`src/design/lorenz_euler_stepper_defines.svh`:
```
// ---------------------------------------------------------------------------
// Lorenz Euler stepper assertion macros
// Shared concurrent assertion forms for the stepper's checks.
// ---------------------------------------------------------------------------
`ifndef LORENZ_EULER_STEPPER_DEFINES_SVH
`define LORENZ_EULER_STEPPER_DEFINES_SVH

// Consequent must hold in the same cycle as the antecedent.
`define LES_ASSERT_NOW(label, clk, rst, ante, cons, msg) \
   label: assert property (@(posedge clk) disable iff (rst) (ante) |-> (cons)) \
      else $error(msg);

// Consequent must hold in the cycle after the antecedent.
`define LES_ASSERT_NEXT(label, clk, rst, ante, cons, msg) \
   label: assert property (@(posedge clk) disable iff (rst) (ante) |=> (cons)) \
      else $error(msg);

`endif

```
`src/design/les_pkg.sv`:
```
// ---------------------------------------------------------------------------
// Lorenz Euler stepper package
// Shared types for the controller/datapath command interface and coefficients.
// ---------------------------------------------------------------------------
package les_pkg;

   localparam int unsigned DATA_W = 32;
   localparam int unsigned DT_W   = 31;

   // Coefficient register index, byte address is 4 times the index
   typedef enum logic [1:0] {
      REG_SIGMA,
      REG_RHO,
      REG_BETA,
      REG_DT
   } csr_reg_type;

   // Operand pair loaded into the shared multiplier
   typedef enum logic [2:0] {
      MUL_XY,   // x * y
      MUL_BZ,   // beta * z
      MUL_SD,   // sigma * (y - x)
      MUL_XD,   // x * (rho - z)
      MUL_TZ,   // dt * dz
      MUL_TX,   // dt * dx
      MUL_TY    // dt * dy
   } mul_sel_type;

   // Destination of the rounded product
   typedef enum logic [2:0] {
      WB_NONE,
      WB_T1,    // hold x*y
      WB_DZ,    // dz = x*y - beta*z
      WB_DX,    // dx = sigma*(y-x)
      WB_DY,    // dy = x*(rho-z) - y
      WB_Z,     // z += dt*dz
      WB_X,     // x += dt*dx
      WB_Y      // y += dt*dy
   } wb_sel_type;

   typedef struct packed {
      logic        start;     // request accepted: restart point, clear flag
      logic        diff;      // form y-x and rho-z
      logic        issue;     // load multiplier operands
      mul_sel_type mul_sel;
      wb_sel_type  wb_sel;
      logic        load_out;  // move point into the response register
   } dp_cmd_type;

   typedef struct packed {
      logic signed [DATA_W-1:0] sigma;
      logic signed [DATA_W-1:0] rho;
      logic signed [DATA_W-1:0] beta;
      logic        [DT_W-1:0]   dt;
   } coef_type;

endpackage

```
`src/design/les_ctrl.sv`:
```
// ---------------------------------------------------------------------------
// Lorenz Euler stepper controller
// Sequences one Euler step through the shared multiplier and owns handshakes.
// ---------------------------------------------------------------------------
module les_ctrl (
   input  logic               clock,
   input  logic               reset,
   input  logic               req_valid,
   output logic               req_stall,
   output logic               rsp_valid,
   input  logic               rsp_stall,
   output les_pkg::dp_cmd_type cmd
);

   typedef enum logic [3:0] {
      ST_IDLE,
      ST_XY,
      ST_BZ,
      ST_SD,
      ST_XD,
      ST_TZ,
      ST_TX,
      ST_TY,
      ST_WX,
      ST_WY,
      ST_OUT
   } state_type;

   state_type state_ff;
   logic      rsp_valid_ff;
   logic      out_free;

   assign out_free  = !rsp_valid_ff || !rsp_stall;
   assign req_stall = (state_ff != ST_IDLE);
   assign rsp_valid = rsp_valid_ff;

   // Command decode: each product is issued into the operand registers and written back from the product register
   always_comb begin
      cmd          = '0;
      cmd.mul_sel  = les_pkg::MUL_XY;
      cmd.wb_sel   = les_pkg::WB_NONE;
      unique case (state_ff)
         ST_IDLE: cmd.start = req_valid;
         ST_XY: begin
            cmd.diff    = 1'b1;
            cmd.issue   = 1'b1;
            cmd.mul_sel = les_pkg::MUL_XY;
         end
         ST_BZ: begin
            cmd.issue   = 1'b1;
            cmd.mul_sel = les_pkg::MUL_BZ;
         end
         ST_SD: begin
            cmd.issue   = 1'b1;
            cmd.mul_sel = les_pkg::MUL_SD;
            cmd.wb_sel  = les_pkg::WB_T1;
         end
         ST_XD: begin
            cmd.issue   = 1'b1;
            cmd.mul_sel = les_pkg::MUL_XD;
            cmd.wb_sel  = les_pkg::WB_DZ;
         end
         ST_TZ: begin
            cmd.issue   = 1'b1;
            cmd.mul_sel = les_pkg::MUL_TZ;
            cmd.wb_sel  = les_pkg::WB_DX;
         end
         ST_TX: begin
            cmd.issue   = 1'b1;
            cmd.mul_sel = les_pkg::MUL_TX;
            cmd.wb_sel  = les_pkg::WB_DY;
         end
         ST_TY: begin
            cmd.issue   = 1'b1;
            cmd.mul_sel = les_pkg::MUL_TY;
            cmd.wb_sel  = les_pkg::WB_Z;
         end
         ST_WX:  cmd.wb_sel   = les_pkg::WB_X;
         ST_WY:  cmd.wb_sel   = les_pkg::WB_Y;
         ST_OUT: cmd.load_out = out_free;
         default: cmd = '0;
      endcase
   end

   // State and response valid
   always_ff @(posedge clock) begin
      if (reset) begin
         state_ff     <= ST_IDLE;
         rsp_valid_ff <= 1'b0;
      end else begin
         // set as a step completes, cleared once the response is taken
         if ((state_ff == ST_OUT) && out_free) begin
            rsp_valid_ff <= 1'b1;
         end else if (rsp_valid_ff && !rsp_stall) begin
            rsp_valid_ff <= 1'b0;
         end
         unique case (state_ff)
            ST_IDLE: if (req_valid) state_ff <= ST_XY;
            ST_XY:   state_ff <= ST_BZ;
            ST_BZ:   state_ff <= ST_SD;
            ST_SD:   state_ff <= ST_XD;
            ST_XD:   state_ff <= ST_TZ;
            ST_TZ:   state_ff <= ST_TX;
            ST_TX:   state_ff <= ST_TY;
            ST_TY:   state_ff <= ST_WX;
            ST_WX:   state_ff <= ST_WY;
            ST_WY:   state_ff <= ST_OUT;
            ST_OUT: begin
               if (out_free) state_ff <= ST_IDLE;
            end
            default: state_ff <= ST_IDLE;
         endcase
      end
   end

endmodule

```
`src/design/les_dpath.sv`:
```
// ---------------------------------------------------------------------------
// Lorenz Euler stepper datapath
// Point registers, shared rounding multiplier and saturating adder.
// ---------------------------------------------------------------------------
module les_dpath #(
   parameter int unsigned FRAC_BITS = 24
) (
   input  logic                     clock,
   input  logic                     reset,
   input  les_pkg::dp_cmd_type      cmd,
   input  les_pkg::coef_type        coef,
   input  logic                     req_restart,
   output logic signed [31:0]       rsp_point_x,
   output logic signed [31:0]       rsp_point_y,
   output logic signed [31:0]       rsp_point_z,
   output logic                     rsp_saturated
);

   localparam logic signed [31:0] ONE      = 32'sd1 <<< FRAC_BITS;
   localparam logic signed [63:0] RND_HALF = 64'sd1 <<< (FRAC_BITS - 1);
   localparam logic signed [31:0] MAX32    = 32'sh7FFF_FFFF;
   localparam logic signed [31:0] MIN32    = 32'sh8000_0000;

   typedef struct packed {
      logic              sat;
      logic signed [31:0] val;
   } sat_res_type;

   function automatic sat_res_type clamp33(input logic signed [32:0] v);
      sat_res_type r;
      r.sat = (v[32] != v[31]);
      r.val = r.sat ? (v[32] ? MIN32 : MAX32) : v[31:0];
      return r;
   endfunction

   logic signed [31:0] x_ff, y_ff, z_ff;
   logic signed [31:0] dyx_ff, drz_ff;
   logic signed [31:0] t1_ff, dx_ff, dy_ff, dz_ff;
   logic signed [31:0] op_a_ff, op_b_ff, op_a_in, op_b_in;
   logic signed [63:0] prod_ff, prod_in;
   logic signed [63:0] prod_rnd, prod_sh;
   logic signed [31:0] fm;
   logic               fm_sat;
   logic signed [31:0] sum_a, sum_b;
   logic               sum_sub;
   logic signed [32:0] sum_wide;
   sat_res_type        sum_res, dyx_res, drz_res;
   logic               sat_ff;
   logic signed [31:0] out_x_ff, out_y_ff, out_z_ff;
   logic               out_sat_ff;
   logic signed [31:0] dt_s;

   assign dt_s = {1'b0, coef.dt};

   // Differences feeding the sigma and rho products
   assign dyx_res = clamp33({y_ff[31], y_ff} - {x_ff[31], x_ff});
   assign drz_res = clamp33({coef.rho[31], coef.rho} - {z_ff[31], z_ff});

   // Multiplier operand select
   always_comb begin
      op_a_in = x_ff;
      op_b_in = y_ff;
      unique case (cmd.mul_sel)
         les_pkg::MUL_XY: begin op_a_in = x_ff;      op_b_in = y_ff;   end
         les_pkg::MUL_BZ: begin op_a_in = coef.beta; op_b_in = z_ff;   end
         les_pkg::MUL_SD: begin op_a_in = coef.sigma; op_b_in = dyx_ff; end
         les_pkg::MUL_XD: begin op_a_in = x_ff;      op_b_in = drz_ff; end
         les_pkg::MUL_TZ: begin op_a_in = dt_s;      op_b_in = dz_ff;  end
         les_pkg::MUL_TX: begin op_a_in = dt_s;      op_b_in = dx_ff;  end
         les_pkg::MUL_TY: begin op_a_in = dt_s;      op_b_in = dy_ff;  end
         default: begin op_a_in = x_ff; op_b_in = y_ff; end
      endcase
   end

   // 32x32 signed product, registered
   assign prod_in = op_a_ff * op_b_ff;

   // Round half up, drop fraction bits, saturate to 32 bits
   assign prod_rnd = prod_ff + RND_HALF;
   assign prod_sh  = prod_rnd >>> FRAC_BITS;
   assign fm_sat   = !((&prod_sh[63:31]) || !(|prod_sh[63:31]));
   assign fm       = fm_sat ? (prod_sh[63] ? MIN32 : MAX32) : prod_sh[31:0];

   // Shared saturating add/subtract for write back
   always_comb begin
      sum_a   = fm;
      sum_b   = '0;
      sum_sub = 1'b0;
      unique case (cmd.wb_sel)
         les_pkg::WB_DZ: begin sum_a = t1_ff; sum_b = fm;   sum_sub = 1'b1; end
         les_pkg::WB_DY: begin sum_a = fm;    sum_b = y_ff; sum_sub = 1'b1; end
         les_pkg::WB_Z:  begin sum_a = z_ff;  sum_b = fm; end
         les_pkg::WB_X:  begin sum_a = x_ff;  sum_b = fm; end
         les_pkg::WB_Y:  begin sum_a = y_ff;  sum_b = fm; end
         default: begin sum_a = fm; sum_b = '0; end
      endcase
      sum_wide = sum_sub ? ({sum_a[31], sum_a} - {sum_b[31], sum_b})
                         : ({sum_a[31], sum_a} + {sum_b[31], sum_b});
   end

   assign sum_res = clamp33(sum_wide);

   // Point state and saturation flag
   always_ff @(posedge clock) begin
      if (reset) begin
         x_ff   <= ONE;
         y_ff   <= ONE;
         z_ff   <= ONE;
         sat_ff <= 1'b0;
      end else begin
         if (cmd.start) begin
            sat_ff <= 1'b0;
            if (req_restart) begin
               x_ff <= ONE;
               y_ff <= ONE;
               z_ff <= ONE;
            end
         end
         if (cmd.diff && (dyx_res.sat || drz_res.sat)) begin
            sat_ff <= 1'b1;
         end
         unique case (cmd.wb_sel)
            les_pkg::WB_NONE: ;
            les_pkg::WB_T1, les_pkg::WB_DX: begin
               if (fm_sat) sat_ff <= 1'b1;
            end
            default: begin
               if (fm_sat || sum_res.sat) sat_ff <= 1'b1;
            end
         endcase
         if (cmd.wb_sel == les_pkg::WB_Z) z_ff <= sum_res.val;
         if (cmd.wb_sel == les_pkg::WB_X) x_ff <= sum_res.val;
         if (cmd.wb_sel == les_pkg::WB_Y) y_ff <= sum_res.val;
      end
   end

   // Intermediate terms and multiplier pipeline
   always_ff @(posedge clock) begin
      if (cmd.diff) begin
         dyx_ff <= dyx_res.val;
         drz_ff <= drz_res.val;
      end
      if (cmd.issue) begin
         op_a_ff <= op_a_in;
         op_b_ff <= op_b_in;
      end
      prod_ff <= prod_in;
      if (cmd.wb_sel == les_pkg::WB_T1) t1_ff <= fm;
      if (cmd.wb_sel == les_pkg::WB_DX) dx_ff <= fm;
      if (cmd.wb_sel == les_pkg::WB_DY) dy_ff <= sum_res.val;
      if (cmd.wb_sel == les_pkg::WB_DZ) dz_ff <= sum_res.val;
   end

   // Response payload register
   always_ff @(posedge clock) begin
      if (cmd.load_out) begin
         out_x_ff   <= x_ff;
         out_y_ff   <= y_ff;
         out_z_ff   <= z_ff;
         out_sat_ff <= sat_ff;
      end
   end

   assign rsp_point_x   = out_x_ff;
   assign rsp_point_y   = out_y_ff;
   assign rsp_point_z   = out_z_ff;
   assign rsp_saturated = out_sat_ff;

endmodule

```
`src/design/lorenz_euler_stepper.sv`:
```
// ---------------------------------------------------------------------------
// Lorenz Euler stepper
// Forward Euler integrator of the Lorenz system in signed fixed point.
// ---------------------------------------------------------------------------
// Usage:
//   Each request on the req_ channel advances the point (x, y, z) by one
//   Euler step; req_restart reloads (1,1,1) before that step. Each request
//   yields exactly one response on the rsp_ channel carrying the new point
//   and a flag set when any difference, product or sum was clamped.
//   Coefficients sigma, rho, beta and dt sit in an APB register file at
//   byte addresses 0, 4, 8 and 12; write them only while no step is pending.
// Timing:
//   One shared 32x32 multiplier with a two-stage pipeline serves all seven
//   products of a step. A request is taken only in idle; further requests
//   are stalled until the step has moved into the response register, and
//   the response becomes valid as it does.
//   The response register lets a finished point wait while the next step
//   runs; a step completes into it only once it is free.
// Reset:
//   Synchronous reset clears the handshake state, sets the point to
//   (1,1,1) and loads the default coefficients scaled to FRAC_BITS.
// ---------------------------------------------------------------------------
`include "lorenz_euler_stepper_defines.svh"

module lorenz_euler_stepper #(
   parameter int unsigned FRAC_BITS = 24
) (
   input  logic               clock,
   input  logic               reset,
   // request channel
   input  logic               req_valid,
   output logic               req_stall,
   input  logic               req_restart,
   // response channel
   output logic               rsp_valid,
   input  logic               rsp_stall,
   output logic signed [31:0] rsp_point_x,
   output logic signed [31:0] rsp_point_y,
   output logic signed [31:0] rsp_point_z,
   output logic               rsp_saturated,
   // register port
   input  logic               psel,
   input  logic               penable,
   input  logic               pwrite,
   input  logic [3:0]         paddr,
   input  logic [31:0]        pwdata,
   output logic [31:0]        prdata,
   output logic               pready
);

   // Default coefficients, rescaled from Q8.24 and clamped
   localparam logic [63:0] SIGMA_SC = (64'd167772160 << FRAC_BITS) >> 24;
   localparam logic [63:0] RHO_SC   = (64'd469762048 << FRAC_BITS) >> 24;
   localparam logic [63:0] BETA_SC  = (64'd44738226 << FRAC_BITS) >> 24;
   localparam logic [63:0] DT_SC    = (64'd16777 << FRAC_BITS) >> 24;
   localparam logic [63:0] LIMIT    = 64'h0000_0000_7FFF_FFFF;
   localparam logic [31:0] SIGMA_RST = (SIGMA_SC > LIMIT) ? LIMIT[31:0] : SIGMA_SC[31:0];
   localparam logic [31:0] RHO_RST   = (RHO_SC > LIMIT) ? LIMIT[31:0] : RHO_SC[31:0];
   localparam logic [31:0] BETA_RST  = (BETA_SC > LIMIT) ? LIMIT[31:0] : BETA_SC[31:0];
   localparam logic [30:0] DT_RST    = (DT_SC > LIMIT) ? LIMIT[30:0] : DT_SC[30:0];

   les_pkg::coef_type    coef_ff;
   les_pkg::dp_cmd_type  cmd;
   logic                 csr_wr;
   les_pkg::csr_reg_type csr_sel;

   assign pready  = 1'b1;
   assign csr_wr  = psel && penable && pwrite;
   assign csr_sel = les_pkg::csr_reg_type'(paddr[3:2]);

   // Coefficient registers
   always_ff @(posedge clock) begin
      if (reset) begin
         coef_ff.sigma <= SIGMA_RST;
         coef_ff.rho   <= RHO_RST;
         coef_ff.beta  <= BETA_RST;
         coef_ff.dt    <= DT_RST;
      end else if (csr_wr) begin
         unique case (csr_sel)
            les_pkg::REG_SIGMA: coef_ff.sigma <= pwdata;
            les_pkg::REG_RHO:   coef_ff.rho   <= pwdata;
            les_pkg::REG_BETA:  coef_ff.beta  <= pwdata;
            les_pkg::REG_DT:    coef_ff.dt    <= pwdata[30:0];
            default:            ;
         endcase
      end
   end

   // Register readback
   always_comb begin
      unique case (csr_sel)
         les_pkg::REG_SIGMA: prdata = coef_ff.sigma;
         les_pkg::REG_RHO:   prdata = coef_ff.rho;
         les_pkg::REG_BETA:  prdata = coef_ff.beta;
         les_pkg::REG_DT:    prdata = {1'b0, coef_ff.dt};
         default:            prdata = '0;
      endcase
   end

   les_ctrl u_ctrl (
      .clock     (clock),
      .reset     (reset),
      .req_valid (req_valid),
      .req_stall (req_stall),
      .rsp_valid (rsp_valid),
      .rsp_stall (rsp_stall),
      .cmd       (cmd)
   );

   les_dpath #(
      .FRAC_BITS (FRAC_BITS)
   ) u_dpath (
      .clock         (clock),
      .reset         (reset),
      .cmd           (cmd),
      .coef          (coef_ff),
      .req_restart   (req_restart),
      .rsp_point_x   (rsp_point_x),
      .rsp_point_y   (rsp_point_y),
      .rsp_point_z   (rsp_point_z),
      .rsp_saturated (rsp_saturated)
   );

   // Checks
   `LES_ASSERT_NEXT(a_busy_after_req, clock, reset, req_valid && !req_stall, req_stall, "request accepted but stepper not busy")
   `LES_ASSERT_NOW(a_rsp_ends_step, clock, reset, $rose(rsp_valid), !req_stall, "response raised while a step is still running")
   `LES_ASSERT_NEXT(a_sigma_write, clock, reset, csr_wr && (csr_sel == les_pkg::REG_SIGMA), coef_ff.sigma == $past(pwdata), "sigma register write lost")

endmodule

```
`config.mk`:
```
export PLATFORM = sky130hd
export DESIGN_NAME = lorenz_euler_stepper
export DESIGN_NICKNAME = d
export VERILOG_FILES = /design/src/design/les_pkg.sv /design/src/design/les_ctrl.sv /design/src/design/les_dpath.sv /design/src/design/lorenz_euler_stepper.sv
export VERILOG_INCLUDE_DIRS = /design/src /design/src/design
export SDC_FILE = /design/constraint.sdc
export NUM_CORES = 2
export LEC_CHECK = 0
export BUFFER_PORTS_ARGS = -buffer_cell sky130_fd_sc_hd__buf_2
export CORE_MARGIN = 3
export CORE_UTILIZATION = 55
export DETAILED_ROUTE_END_ITERATION = 6
export PLACE_DENSITY = 0.71
export SKIP_LAST_GASP = 1
export SLEW_MARGIN = 30
export SYNTH_ARGS = -nofsm -noshare
export SYNTH_HDL_FRONTEND = slang
export SYNTH_SLANG_ARGS = --single-unit
```
`constraint.sdc`:
```
create_clock -name clock -period 7.55 [get_ports clock]
set_clock_uncertainty 0.2 [all_clocks]
set_input_delay 1.51 -clock clock [delete_from_list [all_inputs] [get_ports clock]]
set_output_delay 1.51 -clock clock [all_outputs]
set_load 0.1 [all_outputs]
```
==> results.md <==
* DRC viols at 1
* Antenna violations before repair at 18
* Setup violators final at 23
* CP Capture Type: flip-flop
* Critical path type: flip-flop to flip-flop
* Worst hold path class: flip-flop to flip-flop
* Vias per cell at 5.91
* First-pass GRT wire length at 314000 um
* Family with the most delay on the worst path: adder cells
* Buf/Inv on CP at 7
* Largest net degree at the start of global routing at 66
* Avg Cell Area, Syn at 9.87 um2
* Layout area overhead at 16.6%
* CP Launch Type: flip-flop
* Die ar. at 0.123 mm2
* Hold buffer count at CTS at 0
* Netlist cell types at 88
* Gr usage total at 33.5%
* Number of top-level pins at 176
* Final hold viol count at 0
* Largest cells by area after synthesis: fa_1 33%, edfxtp_1 16%, dfxtp_1 8.3%, inv_1 6.3%, nand2_1 5.4%
* EDFF count, synth at 353
* Count leader, synth: inv_1
* Initial detailed-routing violation count at 5644
* Drt wl/cell at 23.2 um
* Post-Syn Nets at 8036
* Slew margin rel. at 29.3%
* Layout Cells excl Fill at 8820
* Yosys warning count at 0
* Post-Syn Area at 0.0654 mm2
* Gpl congestion at 1.01
* CTS max path bufs at 3
* Count of input and output buffers at 172
* Worst skew pair latency at 680 ps
* Synth area leader: fa_1
* Placed insts at 8636
* Worst setup margin at -821 ps
* Num Clock Sinks at 623
* Final setup TNS at -10610 ps
* Die height at 351 um
* Final period utilization at 111%
* Critical Path RT at 7860 ps
* Worst-Margin Slew at 1060 ps
* Clock-pin slew on the worst setup and hold paths at 60 ps
* Synthesis-stage register bit count at 623
* Synth top area share at 33.2%
* Slowest cell on crit path: fa_2
* Most common flop cell mapped by yosys: edfxtp_1
* Crit path DAT at 8680 ps
* CTS Buf Count at 60
* Fillers at 9159
* Starting Density at 55.9%
* Sequential-to-total area share from yosys stat at 24.5%
* Slew Viols, Final at 0
* Die Width at 351 um
* Slowest stage delay, CP at 560 ps
* H-tree Lvls at 2
* DR vias at 52100
* Post-synth top cells: 1099 x inv_1, 1084 x fa_1, 948 x nand2_1
* Failing checks: design-rule violations, negative setup slack
* Max frequency at 119 MHz
* Final ANT Viol Nets at 0
* CP max FO at 6
* First-pass DRT Iterations at 7
* Status: finished, violations left
* Remaining Overflow, GRT at 0
* CTS tree: done
* Post-Syn Instances at 6630
* Nets at 8641
* WL final at 205000 um
* Layout cell share with drive strength beyond 1 at 17.7%
* CTS root buffer: clkbuf_16
* Unrepaired setup endpoints after global routing: true
* Most used cell, CP: fa_1
* Async S/R FF share, synth at 0%
* Number of global-route vias before repair at 53400
* Detailed Place HPWL at 161000 um
* Rows at 125
* Total of max-cap violations at 0
* Period minus WS final at 8370 ps
* Core area at 0.117 mm2
[layer usage]
metal / wire length, um / vias up / track usage (%)
li1: - / 22500 / -
met1: 78000 / 26100 / 44.5
met2: 93000 / 2874 / 52.6
met3: 21100 / 651 / 6.73
met4: 12600 / 8 / 16.5
met5: 39 / - / 0
[area by class of cell]
cell class / instances / area, um2 / area share, %
Multi-Input combinational cell: 4542 / 45000 / 59.0
Antenna cell: 9 / 22.5 / 0.0295
Timing Repair Buffer: 907 / 7110 / 9.31
Clock buffer: 79 / 1680 / 2.20
Clock inverter: 35 / 419 / 0.549
Inverter: 1101 / 4140 / 5.43
Tap cell: 1524 / 1910 / 2.50
Sequential cell: 623 / 16000 / 21.0
[repair_timing]
action | 4_1_cts | 5_1_grt
endpoints found under the hold margin | 0 | 0
gates resized for setup | 122 | 133
endpoints found under the setup margin | 194 | 194
pin swaps | 58 | 97
cloned | 0 | 4
buffers inserted | 19 | 39
[stage by stage]
| stage | instance area, um2 | hold slack, ps | utilization [%] | setup slack (ps) |
|---|---|---|---|---|
| global route | 76300 | 287 | 65.1 | -1010 |
| floorplan | 65800 | 209 | - | -239 |
| global placement | 72600 | 252 | 62.0 | -928 |
| detailed placement | 72600 | 262 | 62.0 | -1040 |
| CTS | 75300 | 272 | 64.2 | -824 |
| finish | 76300 | 273 | 65.1 | -821 |
[cells in the final DEF, fill, tap and decap left out, drive strengths merged, types with 10 or more instances in the layout]
master / Yosys / final
xnor2: 136 / 136
nor3: 41 / 41
ha: 278 / 278
o21ai: 125 / 125
o21a: 20 / 20
nor2: 168 / 168
clkinv: 1 / 19
nor2b: 25 / 25
a22oi: 139 / 139
maj3: 41 / 41
o21bai: 16 / 16
a21boi: 10 / 10
and3: 26 / 26
mux4: 31 / 31
nand2b: 38 / 38
inv: 1100 / 1105
a21oi: 291 / 291
a22o: 79 / 79
nand3: 94 / 94
and2: 494 / 494
and4: 12 / 12
nand2: 948 / 948
fa: 1084 / 1084
xor2: 65 / 65
o211ai: 15 / 15
clkbuf: 339 / 83
o31ai: 14 / 14
buf: 25 / 903
dfxtp: 270 / 270
or3: 13 / 13
a31oi: 50 / 50
nand4: 27 / 27
a21o: 73 / 73
edfxtp: 353 / 353
nor4: 12 / 12
a222oi: 64 / 64
[state kept, by name, indices dropped and copies added (netlist names)]
name                   cells
u_dpath.drz_ff            32
u_dpath.op_a_ff           32
u_ctrl.rsp_valid           1
u_dpath.rsp_saturated      1
u_dpath.rsp_point_z       32
u_dpath.dx_ff             32
u_dpath.z_ff              32
u_dpath.dy_ff             32
u_dpath.op_b_ff           32
u_dpath.y_ff              32
u_dpath.dz_ff             32
coef_ff                  127
u_dpath.prod_ff           41
u_dpath.t1_ff             32
u_dpath.dyx_ff            32
u_ctrl.state_ff            4
u_dpath.rsp_point_x       32
u_dpath.sat_ff             1
u_dpath.rsp_point_y       32
u_dpath.x_ff              32
[worst paths after layout]
kind | slack (ps) | endpoint | start | depth (start not counted)
setup / recovery | -820 | u_dpath.prod_ff[58] | u_dpath.op_b_ff[7] | 30
hold / removal | 270 | coef_ff[31] | coef_ff[31] | 2
setup reg to reg | -820 | u_dpath.prod_ff[58] | u_dpath.op_b_ff[7] | 30
hold reg to reg | 270 | coef_ff[31] | coef_ff[31] | 2
[cells by family after synthesis]
group           synth area share [%]
simple gates                    14.1
mux                             1.18
xor+xnor                        2.69
compound gates                  10.1
other cells                  0.00573
buf+inv                         8.44
fa+ha+maj                       39.1
flops                           24.5
[worst min-delay path, stage by stage (launching register included)]
cell	delay, ps
dfxtp_1	320
nand2_1	60
a21oi_1	50
Power is left out: the tool's default activity adds up to more than one toggle a clock period on the data nets, which glitch-free logic cannot reach.
